--- config.mk ---
export PLATFORM = sky130hd
export DESIGN_NAME = lru_key_value_cache_top_flat
export DESIGN_NICKNAME = d
export VERILOG_FILES = /design/src/hw/rtl/lkvc_pkg.sv /design/src/hw/rtl/lkvc_if.sv /design/src/hw/rtl/lru_key_value_cache_top.sv /design/src/hw/rtl/lkvc_ram.sv /design/src/hw/rtl/lkvc_tag_array.sv /design/src/flat_wrapper.sv
export SDC_FILE = /design/constraint.sdc
export NUM_CORES = 2
export LEC_CHECK = 0
export BUFFER_PORTS_ARGS = -buffer_cell sky130_fd_sc_hd__buf_2
export CAP_MARGIN = 5
export CORE_MARGIN = 1.5
export CORE_UTILIZATION = 45
export CTS_BUF_LIST = sky130_fd_sc_hd__clkbuf_8
export CTS_CLUSTER_DIAMETER = 150
export CTS_CLUSTER_SIZE = 20
export DETAILED_ROUTE_END_ITERATION = 10
export PLACE_DENSITY_LB_ADDON = 0.3
export REMOVE_ABC_BUFFERS = 1
export SLEW_MARGIN = 40
export SYNTH_ARGS = -nofsm -noshare
export SYNTH_HDL_FRONTEND = slang
export SYNTH_SLANG_ARGS = --single-unit
export TNS_END_PERCENT = 10
--- constraint.sdc ---
create_clock -name clk -period 13.1 [get_ports clk]
set_clock_uncertainty 0.1 [all_clocks]
set_input_delay 2.62 -clock clk [delete_from_list [all_inputs] [get_ports clk]]
set_output_delay 2.62 -clock clk [all_outputs]
set_load 0.005 [all_outputs]
--- src/hw/rtl/lkvc_pkg.sv ---
// ----------------------------------------------------------------------------
// lkvc_pkg: shared types and constants
// Widths, opcodes and the control bundle used by the LRU key-value cache.
// ----------------------------------------------------------------------------
`default_nettype none

package lkvc_pkg;

    localparam int KEY_W           = 32;
    localparam int DATA_W          = 32;
    localparam int CAP_W           = 5;
    localparam int ENTRIES_DEFAULT = 16;

    localparam logic [CAP_W-1:0]  CAP_RESET  = 5'd16;
    localparam logic [DATA_W-1:0] MISS_VALUE = 32'hFFFF_FFFF;

    localparam logic OP_GET = 1'b0;
    localparam logic OP_PUT = 1'b1;

    // Per-request decision from the tag array
    typedef struct packed {
        logic hit;      // key present
        logic data_we;  // write value store at slot
        logic data_re;  // read value store at slot
    } lkvc_ctrl_t;

endpackage

`default_nettype wire

--- src/hw/rtl/lkvc_if.sv ---
// ----------------------------------------------------------------------------
// lkvc_if: request and response channels
// Valid/ready channels; a beat moves when valid and ready are both high.
// ----------------------------------------------------------------------------
`default_nettype none

interface lkvc_req_if;
    logic                              valid;
    logic                              ready;
    logic                              opcode;
    logic signed [lkvc_pkg::KEY_W-1:0]  key;
    logic signed [lkvc_pkg::DATA_W-1:0] value;

    modport source (output valid, output opcode, output key, output value, input ready);
    modport sink   (input valid, input opcode, input key, input value, output ready);
endinterface

interface lkvc_rsp_if;
    logic                               valid;
    logic                               ready;
    logic                               found;
    logic signed [lkvc_pkg::DATA_W-1:0] read_value;

    modport source (output valid, output found, output read_value, input ready);
    modport sink   (input valid, input found, input read_value, output ready);
endinterface

`default_nettype wire

--- src/hw/rtl/lru_key_value_cache_top.sv ---
// ----------------------------------------------------------------------------
// lru_key_value_cache_top: fully associative key-value cache, LRU replacement
// A get beat is registered in the input stage, then its answer in the result stage.
// Throughput: 1 beat per cycle unless a get waits on a held response; the tag compare
// and rank update take one pass. A put beat takes the same path and gives no response.
// Reset: asynchronous, active low; all entries invalid, capacity 16.
// ----------------------------------------------------------------------------
`default_nettype none

module lru_key_value_cache_top #(
    parameter int ENTRIES = lkvc_pkg::ENTRIES_DEFAULT
) (
    input  wire logic                       clk,
    input  wire logic                       rst_n,
    input  wire logic                       cfg_wr_en,
    input  wire logic [lkvc_pkg::CAP_W-1:0] cfg_wr_data,
    lkvc_req_if.sink                        req,
    lkvc_rsp_if.source                      rsp
);

    localparam int IW = $clog2(ENTRIES);

    // Capacity register; the user must write it only while idle, the block does not enforce this.
    logic [lkvc_pkg::CAP_W-1:0] capacity_reg;

    // Input stage: one request beat.
    logic                        s1_valid_reg;
    logic                        s1_op_reg;
    logic [lkvc_pkg::KEY_W-1:0]  s1_key_reg;
    logic [lkvc_pkg::DATA_W-1:0] s1_value_reg;

    // Result stage: found flag here, value in the RAM's read register.
    logic out_valid_reg;
    logic out_valid_next;
    logic found_reg;

    logic                        s1_adv;
    logic                        s1_is_get;
    lkvc_pkg::lkvc_ctrl_t        ctrl;
    logic [IW-1:0]               slot;
    logic [lkvc_pkg::DATA_W-1:0] ram_rdata;

    // A put never needs the result slot; a get moves when the slot is free
    // or being emptied this cycle.
    assign s1_is_get = (s1_op_reg == lkvc_pkg::OP_GET);
    assign s1_adv    = s1_valid_reg && (!s1_is_get || !out_valid_reg || rsp.ready);
    assign req.ready = !s1_valid_reg || s1_adv;

    always_ff @(posedge clk or negedge rst_n)
    begin
        if (!rst_n)
        begin
            capacity_reg <= lkvc_pkg::CAP_RESET;
        end
        else if (cfg_wr_en)
        begin
            capacity_reg <= cfg_wr_data;
        end
    end

    always_ff @(posedge clk or negedge rst_n)
    begin
        if (!rst_n)
        begin
            s1_valid_reg <= 1'b0;
        end
        else if (req.ready)
        begin
            s1_valid_reg <= req.valid;
        end
    end

    always_ff @(posedge clk)
    begin
        if (req.ready && req.valid)
        begin
            s1_op_reg    <= req.opcode;
            s1_key_reg   <= req.key;
            s1_value_reg <= req.value;
        end
    end

    lkvc_tag_array #(
        .ENTRIES (ENTRIES)
    ) u_tag (
        .clk      (clk),
        .rst_n    (rst_n),
        .capacity (capacity_reg),
        .fire     (s1_adv),
        .opcode   (s1_op_reg),
        .key      (s1_key_reg),
        .ctrl     (ctrl),
        .slot     (slot)
    );

    // Value store; read data register doubles as the result value register.
    lkvc_ram #(
        .WIDTH (lkvc_pkg::DATA_W),
        .DEPTH (ENTRIES)
    ) u_data (
        .clk   (clk),
        .we    (s1_adv && ctrl.data_we),
        .waddr (slot),
        .wdata (s1_value_reg),
        .re    (s1_adv && ctrl.data_re),
        .raddr (slot),
        .rdata (ram_rdata)
    );

    always_comb
    begin
        out_valid_next = out_valid_reg && !rsp.ready;
        if (s1_adv && s1_is_get)
        begin
            out_valid_next = 1'b1;
        end
    end

    always_ff @(posedge clk or negedge rst_n)
    begin
        if (!rst_n)
        begin
            out_valid_reg <= 1'b0;
        end
        else
        begin
            out_valid_reg <= out_valid_next;
        end
    end

    always_ff @(posedge clk)
    begin
        if (s1_adv && s1_is_get)
        begin
            found_reg <= ctrl.hit;
        end
    end

    assign rsp.valid      = out_valid_reg;
    assign rsp.found      = found_reg;
    assign rsp.read_value = found_reg ? ram_rdata : lkvc_pkg::MISS_VALUE;

endmodule

`default_nettype wire

--- src/hw/rtl/lkvc_ram.sv ---
// ----------------------------------------------------------------------------
// lkvc_ram: generic RAM
// One write port, one read port with registered read data.
// ----------------------------------------------------------------------------
`default_nettype none

module lkvc_ram #(
    parameter int WIDTH = 32,
    parameter int DEPTH = 16
) (
    input  wire logic                     clk,
    input  wire logic                     we,
    input  wire logic [$clog2(DEPTH)-1:0] waddr,
    input  wire logic [WIDTH-1:0]         wdata,
    input  wire logic                     re,
    input  wire logic [$clog2(DEPTH)-1:0] raddr,
    output logic      [WIDTH-1:0]         rdata
);

    logic [WIDTH-1:0] mem_reg [DEPTH];
    logic [WIDTH-1:0] rdata_reg;

    always_ff @(posedge clk)
    begin
        if (we)
        begin
            mem_reg[waddr] <= wdata;
        end
        if (re)
        begin
            rdata_reg <= mem_reg[raddr];
        end
    end

    assign rdata = rdata_reg;

endmodule

`default_nettype wire

--- src/hw/rtl/lkvc_tag_array.sv ---
// ----------------------------------------------------------------------------
// lkvc_tag_array: keys, valid bits, recency ranks and fill count
// Parallel key compare and slot choice are combinational; the rank update is registered.
// ----------------------------------------------------------------------------
`default_nettype none

module lkvc_tag_array #(
    parameter int ENTRIES = lkvc_pkg::ENTRIES_DEFAULT
) (
    input  wire logic                             clk,
    input  wire logic                             rst_n,
    input  wire logic [lkvc_pkg::CAP_W-1:0]       capacity,
    input  wire logic                             fire,
    input  wire logic                             opcode,
    input  wire logic [lkvc_pkg::KEY_W-1:0]       key,
    output lkvc_pkg::lkvc_ctrl_t                  ctrl,
    output logic      [$clog2(ENTRIES)-1:0]       slot
);

    localparam int IW = $clog2(ENTRIES);
    localparam int UW = $clog2(ENTRIES + 1);
    localparam int CW = (UW > lkvc_pkg::CAP_W) ? UW : lkvc_pkg::CAP_W;

    logic [lkvc_pkg::KEY_W-1:0] key_reg   [ENTRIES];
    logic                       valid_reg [ENTRIES];
    logic [IW-1:0]              rank_reg  [ENTRIES];
    logic [UW-1:0]              used_reg;

    logic [ENTRIES-1:0] hit_vec;
    logic [ENTRIES-1:0] lru_vec;
    logic [IW-1:0]      hit_idx;
    logic [IW-1:0]      lru_idx;
    logic [IW-1:0]      hit_rank;
    logic [UW-1:0]      used_m1;
    logic [CW-1:0]      eff_cap;
    logic               hit;
    logic               fresh;
    logic               is_put;
    logic [UW-1:0]      thresh;

    // Ranks of valid entries always form 0..used-1, and slots fill from 0 up,
    // so the least recent entry has rank used-1 and the free slot is used.
    always_comb
    begin
        used_m1  = used_reg - UW'(1);
        hit_idx  = '0;
        lru_idx  = '0;
        hit_rank = '0;
        for (int i = 0; i < ENTRIES; i++)
        begin
            hit_vec[i] = valid_reg[i] && (key_reg[i] == key);
            lru_vec[i] = valid_reg[i] && (UW'(rank_reg[i]) == used_m1);
            if (hit_vec[i])
            begin
                hit_idx  = hit_idx | IW'(i);
                hit_rank = hit_rank | rank_reg[i];
            end
            if (lru_vec[i])
            begin
                lru_idx = lru_idx | IW'(i);
            end
        end
    end

    always_comb
    begin
        if (capacity == '0)
        begin
            eff_cap = CW'(1);
        end
        else if (CW'(capacity) > CW'(ENTRIES))
        begin
            eff_cap = CW'(ENTRIES);
        end
        else
        begin
            eff_cap = CW'(capacity);
        end
    end

    assign hit    = |hit_vec;
    assign is_put = (opcode == lkvc_pkg::OP_PUT);
    assign fresh  = (CW'(used_reg) < eff_cap);

    always_comb
    begin
        if (hit)
        begin
            slot   = hit_idx;
            thresh = UW'(hit_rank);
        end
        else if (fresh)
        begin
            slot   = used_reg[IW-1:0];
            thresh = used_reg;
        end
        else
        begin
            slot   = lru_idx;
            thresh = used_m1;
        end
    end

    assign ctrl.hit     = hit;
    assign ctrl.data_we = is_put;
    assign ctrl.data_re = !is_put && hit;

    always_ff @(posedge clk or negedge rst_n)
    begin
        if (!rst_n)
        begin
            for (int i = 0; i < ENTRIES; i++)
            begin
                valid_reg[i] <= 1'b0;
                rank_reg[i]  <= '0;
            end
            used_reg <= '0;
        end
        else if (fire && (hit || is_put))
        begin
            for (int i = 0; i < ENTRIES; i++)
            begin
                if (IW'(i) == slot)
                begin
                    valid_reg[i] <= 1'b1;
                    rank_reg[i]  <= '0;
                end
                else if (valid_reg[i] && (UW'(rank_reg[i]) < thresh))
                begin
                    rank_reg[i] <= rank_reg[i] + IW'(1);
                end
            end
            if (is_put && !hit && fresh)
            begin
                used_reg <= used_reg + UW'(1);
            end
        end
    end

    always_ff @(posedge clk)
    begin
        if (fire && is_put && !hit)
        begin
            key_reg[slot] <= key;
        end
    end

endmodule

`default_nettype wire

--- src/flat_wrapper.sv ---
// flat-port wrapper written by rule: the top's interface ports become plain ports
module lru_key_value_cache_top_flat 
#(
    parameter int ENTRIES = lkvc_pkg::ENTRIES_DEFAULT
)
  (clk, rst_n, cfg_wr_en, cfg_wr_data, req_valid, req_opcode, req_key, req_value, req_ready, rsp_valid, rsp_found, rsp_read_value, rsp_ready);
  lkvc_req_if req_i ();
  lkvc_rsp_if rsp_i ();
  input  wire logic clk;
  input  wire logic rst_n;
  input  wire logic cfg_wr_en;
  input  wire logic [lkvc_pkg::CAP_W-1:0] cfg_wr_data;
  input wire logic [$bits(req_i.valid)-1:0] req_valid;
  input wire logic [$bits(req_i.opcode)-1:0] req_opcode;
  input wire logic [$bits(req_i.key)-1:0] req_key;
  input wire logic [$bits(req_i.value)-1:0] req_value;
  output wire logic [$bits(req_i.ready)-1:0] req_ready;
  output wire logic [$bits(rsp_i.valid)-1:0] rsp_valid;
  output wire logic [$bits(rsp_i.found)-1:0] rsp_found;
  output wire logic [$bits(rsp_i.read_value)-1:0] rsp_read_value;
  input wire logic [$bits(rsp_i.ready)-1:0] rsp_ready;
  assign req_i.valid = req_valid;
  assign req_i.opcode = req_opcode;
  assign req_i.key = req_key;
  assign req_i.value = req_value;
  assign req_ready = req_i.ready;
  assign rsp_valid = rsp_i.valid;
  assign rsp_found = rsp_i.found;
  assign rsp_read_value = rsp_i.read_value;
  assign rsp_i.ready = rsp_ready;
  lru_key_value_cache_top #(.ENTRIES(ENTRIES)) u_core (.clk(clk), .rst_n(rst_n), .cfg_wr_en(cfg_wr_en), .cfg_wr_data(cfg_wr_data), .req(req_i), .rsp(rsp_i));
endmodule
Word level (Yosys, flattened, before mapping)
Memories as Yosys holds them, arrays and structs flattened. A register that Yosys moved wholly into a read port is not among the register bits. Index checks and enable logic that the tools add are counted.

Bits of input ports: 75. Memories kept: 2. Output and inout port bits: 35. Logic and storage cells: 349. Bits in registers: 158. Memory bits (writable): 1024.

Memory list: u_core.u_data.mem_reg (words 16, bits a word 32, rd ports 1, clocked after Yosys merged registers in 1, write ports 1, line lkvc_ram.sv:20) `logic [WIDTH-1:0] mem_reg [DEPTH];`; u_core.u_tag.key_reg (words 16, bits a word 32, rd ports 16, clocked after Yosys merged registers in 0, write ports 1, line lkvc_tag_array.sv:24) `logic [lkvc_pkg::KEY_W-1:0] key_reg [ENTRIES];`.

Eq/ne operators: 46. Order comparisons: 18. Reductions and logical operators: 119. Bitwise gates (word level): 16. Muxes and demuxes: 90. $add $sub $neg: 18.

Operator list (count): 32-bit equality test (16); 4-bit 2-to-1 mux (66); 4-bit by 5-bit less-than comparator with 1-bit output (16); 4-bit by 5-bit equality test with 1-bit output (15); 2-bit AND reduction (33); 4-bit by 1-bit adder with 4-bit output (second input constant) (16); 4-bit OR (15); 1-bit logical AND (58); 4-bit equality test (first input constant) (8); 32-bit 2-to-1 mux (1); 2-bit nonzero test (16); 3-bit 2-to-1 mux (8); 5-bit 2-to-1 mux (4); 3-bit by 4-bit equality test with 1-bit output (first input constant) (4); 16-bit OR reduction (1); 2-bit by 4-bit equality test with 1-bit output (first input constant) (2); 2-bit 2-to-1 mux (4); 1-bit 2-to-1 mux (7); 5-bit by 1-bit adder with 5-bit output (second input constant) (1); 5-bit greater-than comparator (second input constant) (1); 1-bit zero test (5); 5-bit zero test (1); 5-bit less-than comparator (1); 5-bit by 1-bit subtractor with 5-bit output (second input constant) (1); 4 further kinds (7).

Depth between registers and ports, before layout
An unclocked memory read counts as a cell.

Depth in word-level cells: 39. Mapped depth: 20. Gate-level depth less buffers: 19.

By module
A second synthesis with hierarchy kept.

Cell total of the unflattened synthesis: 3095. Area, all modules: 51824.7 um2.

Modules (own cells, without submodules): lkvc_tag_array (instances 1, cells each 2131, area each 29163.0 um2, seq. area each 17501.8 um2); lkvc_ram (instances 1, cells each 838, area each 20155.6 um2, seq. area each 16335.7 um2); lru_key_value_cache_top (instances 1, cells each 126, area each 2506.2 um2, seq. area each 2158.3 um2).

Least setup slack after synthesis
OpenSTA, ideal clock, no wires.

Kind: input -> output. From: input rsp_ready. To: output req_ready. Slack: 7.498 ns. Stages: 2. Arrival: 2.882 ns. Path buffers: 0. Data required time: 10.380 ns. Cells stage by stage: nor2b_1 -> nand2b_1.

Word-level cells in the longest chain between the ends: 3.

RTL lines: from (decl) (line flat_wrapper.sv:21) `input wire logic [$bits(rsp_i.ready)-1:0] rsp_ready;`; 1-bit logical OR (line lru_key_value_cache_top.sv:46) `assign s1_adv = s1_valid_reg && (!s1_is_get || !out_valid_reg || rsp.ready);`; 1-bit logical AND (line lru_key_value_cache_top.sv:46); 1-bit logical OR (line lru_key_value_cache_top.sv:47) `assign req.ready = !s1_valid_reg || s1_adv;`; to (decl) (line flat_wrapper.sv:17) `output wire logic [$bits(req_i.ready)-1:0] req_ready;`.

No other way between the ends.

Final worst setup path
Ends and elaborated chain as after synthesis.

==> reports/metrics.yaml <==
outcome:
  outcome: "finished clean"
power_and_ir_drop:
  p_int_uw: 7590
  pwr-share-seq_pct: 42.6
  leakage_uw: 0.0195
  power_frac_comb_pct: 44.2
  p_per_area_nw_per_um2: 226
  switching_share_pct: 39.7
  pwr-share-clk_pct: 13.2
  switching_power_uw: 4990
  ir_drop_v: 0.000340
timing:
  hold_ws_ns: 0.444
  worst_pin_slew_ns: 0.902
  grt_setup_unrepaired: "no"
  fin_tns_setup_ns: 0
  period_minus_slack_ns: 6.06
  maxSlewViolCount: 0
  relSlewSlack_pct: 39.5
  finalHoldViolations: 0
  min_period_over_period_pct: 46.3
  fmax_mhz: 165
  fin_ws_ns: 7.04
  setup_viol: 0
layout:
  ff_latch_area_sq_um: 36000
  nNetsFinal: 3557
  area_growth_syn_to_layout_pct: 6.63
  multi_input_area_sq_um: 15000
  design_area_sq_um: 55600
  num-fill-cells: 9634
  layoutNonFillerInstCount: 4960
  layout-drive-gt1-share_pct: 11.2
hold_path:
  worstHoldStart: "u_core.u_tag.valid_reg[15]"
  hold_path_depth: 1
  min_path_type: "flip-flop to flip-flop"
  worstHoldEndpoint: "u_core.u_tag.valid_reg[15]"
critical_path:
  reg2reg_depth: 16
  worstPathArrival_ns: 3.34
  path_buf_inv: 2
  cp.required_ns: 10.38
  worstSetupEndpointType: "output port"
  regToRegSetupSlack_ns: 7.12
  critPathSlowestCell: "nor2b_1"
  critPathTopFamily: "simple AND/OR/NAND/NOR gates"
  max_stage_delay_ns: 0.24
  worstReg2RegStart: "u_core.s1_key_reg[2]"
  startpoint: "rsp_ready"
  crit_path_cell_trace: "buf_2 > nor2b_1 > nand2b_1 > buf_2"
  crit_top_cell: "buf_2"
  r2r-end: "u_core.u_tag.rank_reg[6]"
  crit_type: "input pin to output port"
  startpoint_type: "input pin"
  cp_max_fo: 3
cts:
  root_buffer: "clkbuf_8"
  clock-sinks: 1214
  cts_buffers: 70
  clk_pin_slew_worst_paths_ns: 0.12
  cts_tree: "yes"
  clk_latency_ns: 0.79
  cts_resized: 0
  ctsLongestPathBuffers: 3
  cts_hold_buf: 0
  htreeDepth: 3
  cts_setup_buffers: 0
detailed_routing:
  avgRoutedWirePerCell_microns: 25.8
  dr.pass1.iters: 5
  first_iter_violations: 3054
  wl_mm: 128
  viasPerCell: 5.73
  dr_total_vias: 28400
  drc_errors: 0
  postRouteAntennaNets: 0
grt:
  grt_max_degree: 77
  gr-usage-all-layers_pct: 21.4
  antenna_found_initial: 3
  grt_pass1_vias: 27700
  gr-total-overflow: 0
  grt_pass1_wl_mm: 186
placement:
  placed_area_sq_um: 54400
  dpl.hpwl_mm: 72.8
  place_ws_ns: 7.06
  dp_cells: 4852
  port_buffers: 109
  routabilityCongestion: 0.955
floorplan:
  io-pin-count: 110
  row_count: 124
  fp.dieH_microns: 343
  die_w_microns: 343
  core_area_sq_um: 115000
  start_util_pct: 45.5
  dieArea_sq_um: 118000
synth:
  syn_area_per_cell_sq_um: 15.9
  yosysWarnings: 0
  synth_area_sq_um: 52100
  ys_seq_area_share_pct: 69.0
  synthFlopType: "edfxtp_1"
  synth_edf_count: 1122
  synth_seq_cells: 1214
  synthArstFlopShare_pct: 7.58
  synthCells: 3285
  synth.distinct_cells: 78
flow_run:
  max-cap-violations: 0
## cell families (layout without fill, tap and decap cells)
kind of cell               after synthesis  count (layout)  share of synthesized area [%]
xor gates and xnor gates               594             594                           10.2
DFF                                   1214            1214                           69.0
buffers and inverters                  218             379                           2.66
muxes                                  273             273                           5.27
AOI/OAI and AO/OA                      352             352                           4.65
and+or+nand+nor                        564             564                           6.47
adders and majority gates               70              70                           1.68
other                                    0               2                              0
## layout by cell type (no fill, tap or decap), types with 69 or more instances in the layout
cell      instances
buf_4            92
mux2i_1         268
dfrtp_1          91
xor2_1          521
nor4_1          126
edfxtp_1       1122
o22ai_1         154
ha_1             69
nand3_1          92
nand2_1          71
inv_1            98
buf_2           108
clkbuf_8         70
## cells in the mapped netlist (all sizes together) (7+ instances only)
cell	n	area (sq um)
or3	13	81.3
edfxtp	1122	33700
nand2b	61	382
clkbuf	20	75.1
a2111o	7	78.8
a211oi	10	75.1
nand4	27	190
nor3	44	329
a21o	39	293
a21oi	36	184
o21ai	39	206
o22ai	154	963
ha	70	876
xnor2	66	616
nor2	46	196
nand2	76	290
a221oi	18	158
buf	129	1050
inv	69	259
xor2	522	4580
dfrtp	91	2280
nor4	137	928
a22o	11	96.3
nand3	94	480
nor3b	10	86.3
mux2i	269	2710
or4	37	278
## metrics by stage
stage	total power [uW]	utilization, %
final	12600	48.5
after global routing	13200	48.5
after CTS	12600	48.5
after detailed placement	11000	47.5
after global placement	10800	47.4
after floorplan	9310	-
## final cells by class
| class | instances | area share [%] |
|---|---|---|
| flip-flops and latches | 1214 | 64.7 |
| multi-input cells | 1853 | 27.0 |
| well taps | 1512 | 3.40 |
| repair buffers | 204 | 2.34 |
| clock buffers | 70 | 1.73 |
| inverters | 69 | 0.466 |
| clock inverters | 36 | 0.313 |
| diodes | 2 | 0.00900 |
## routing by layer
layer | GRT usage, % | routed length [microns]
met1 | 30.2 | 55600
met2 | 34.7 | 60400
met3 | 2.82 | 8330
met4 | 6.35 | 3710
met5 | 0 | 11
## power groups by stage
stage / combinational (uW) / sequential [uW] / clock (uW)
finish: 5560 / 5360 / 1660
global route: 5940 / 5400 / 1820
CTS: 5530 / 5350 / 1710
detailed placement: 5510 / 5440 / 0
global placement: 5420 / 5430 / 0
floorplan: 3970 / 5340 / 0
## how the worst max path moves through the flow
| stage | to | slack [ns] | depth (start not counted) |
|---|---|---|---|
| after global placement | u_core.u_data.rdata[27] | 6.67 | 15 |
| after CTS | req_ready | 7.06 | 4 |
| after detailed placement | req_ready | 7.06 | 4 |
| after floorplan | u_core.u_data.mem_reg[7][0] | 0.89 | 12 |
| after global routing | u_core.u_tag.key_reg[11][1] | 6.89 | 14 |
| final | req_ready | 7.04 | 4 |
## worst reg2reg max path, cell delays in order (launching register included)
cell	delay, ns
edfxtp_1	0.78
buf_4	0.43
xor2_1	0.12
nor4_1	0.31
nand4_1	0.19
nor4_4	0.69
nor4_2	0.20
and4_1	0.43
a21oi_1	0.78
buf_4	0.40
ha_1	0.30
nand3_1	0.10
a221oi_1	0.06
a2111o_1	0.48
a21o_1	0.23
nor3b_1	0.23
a21o_1	0.10
No activity file was read; power rests on OpenSTA's default activity.
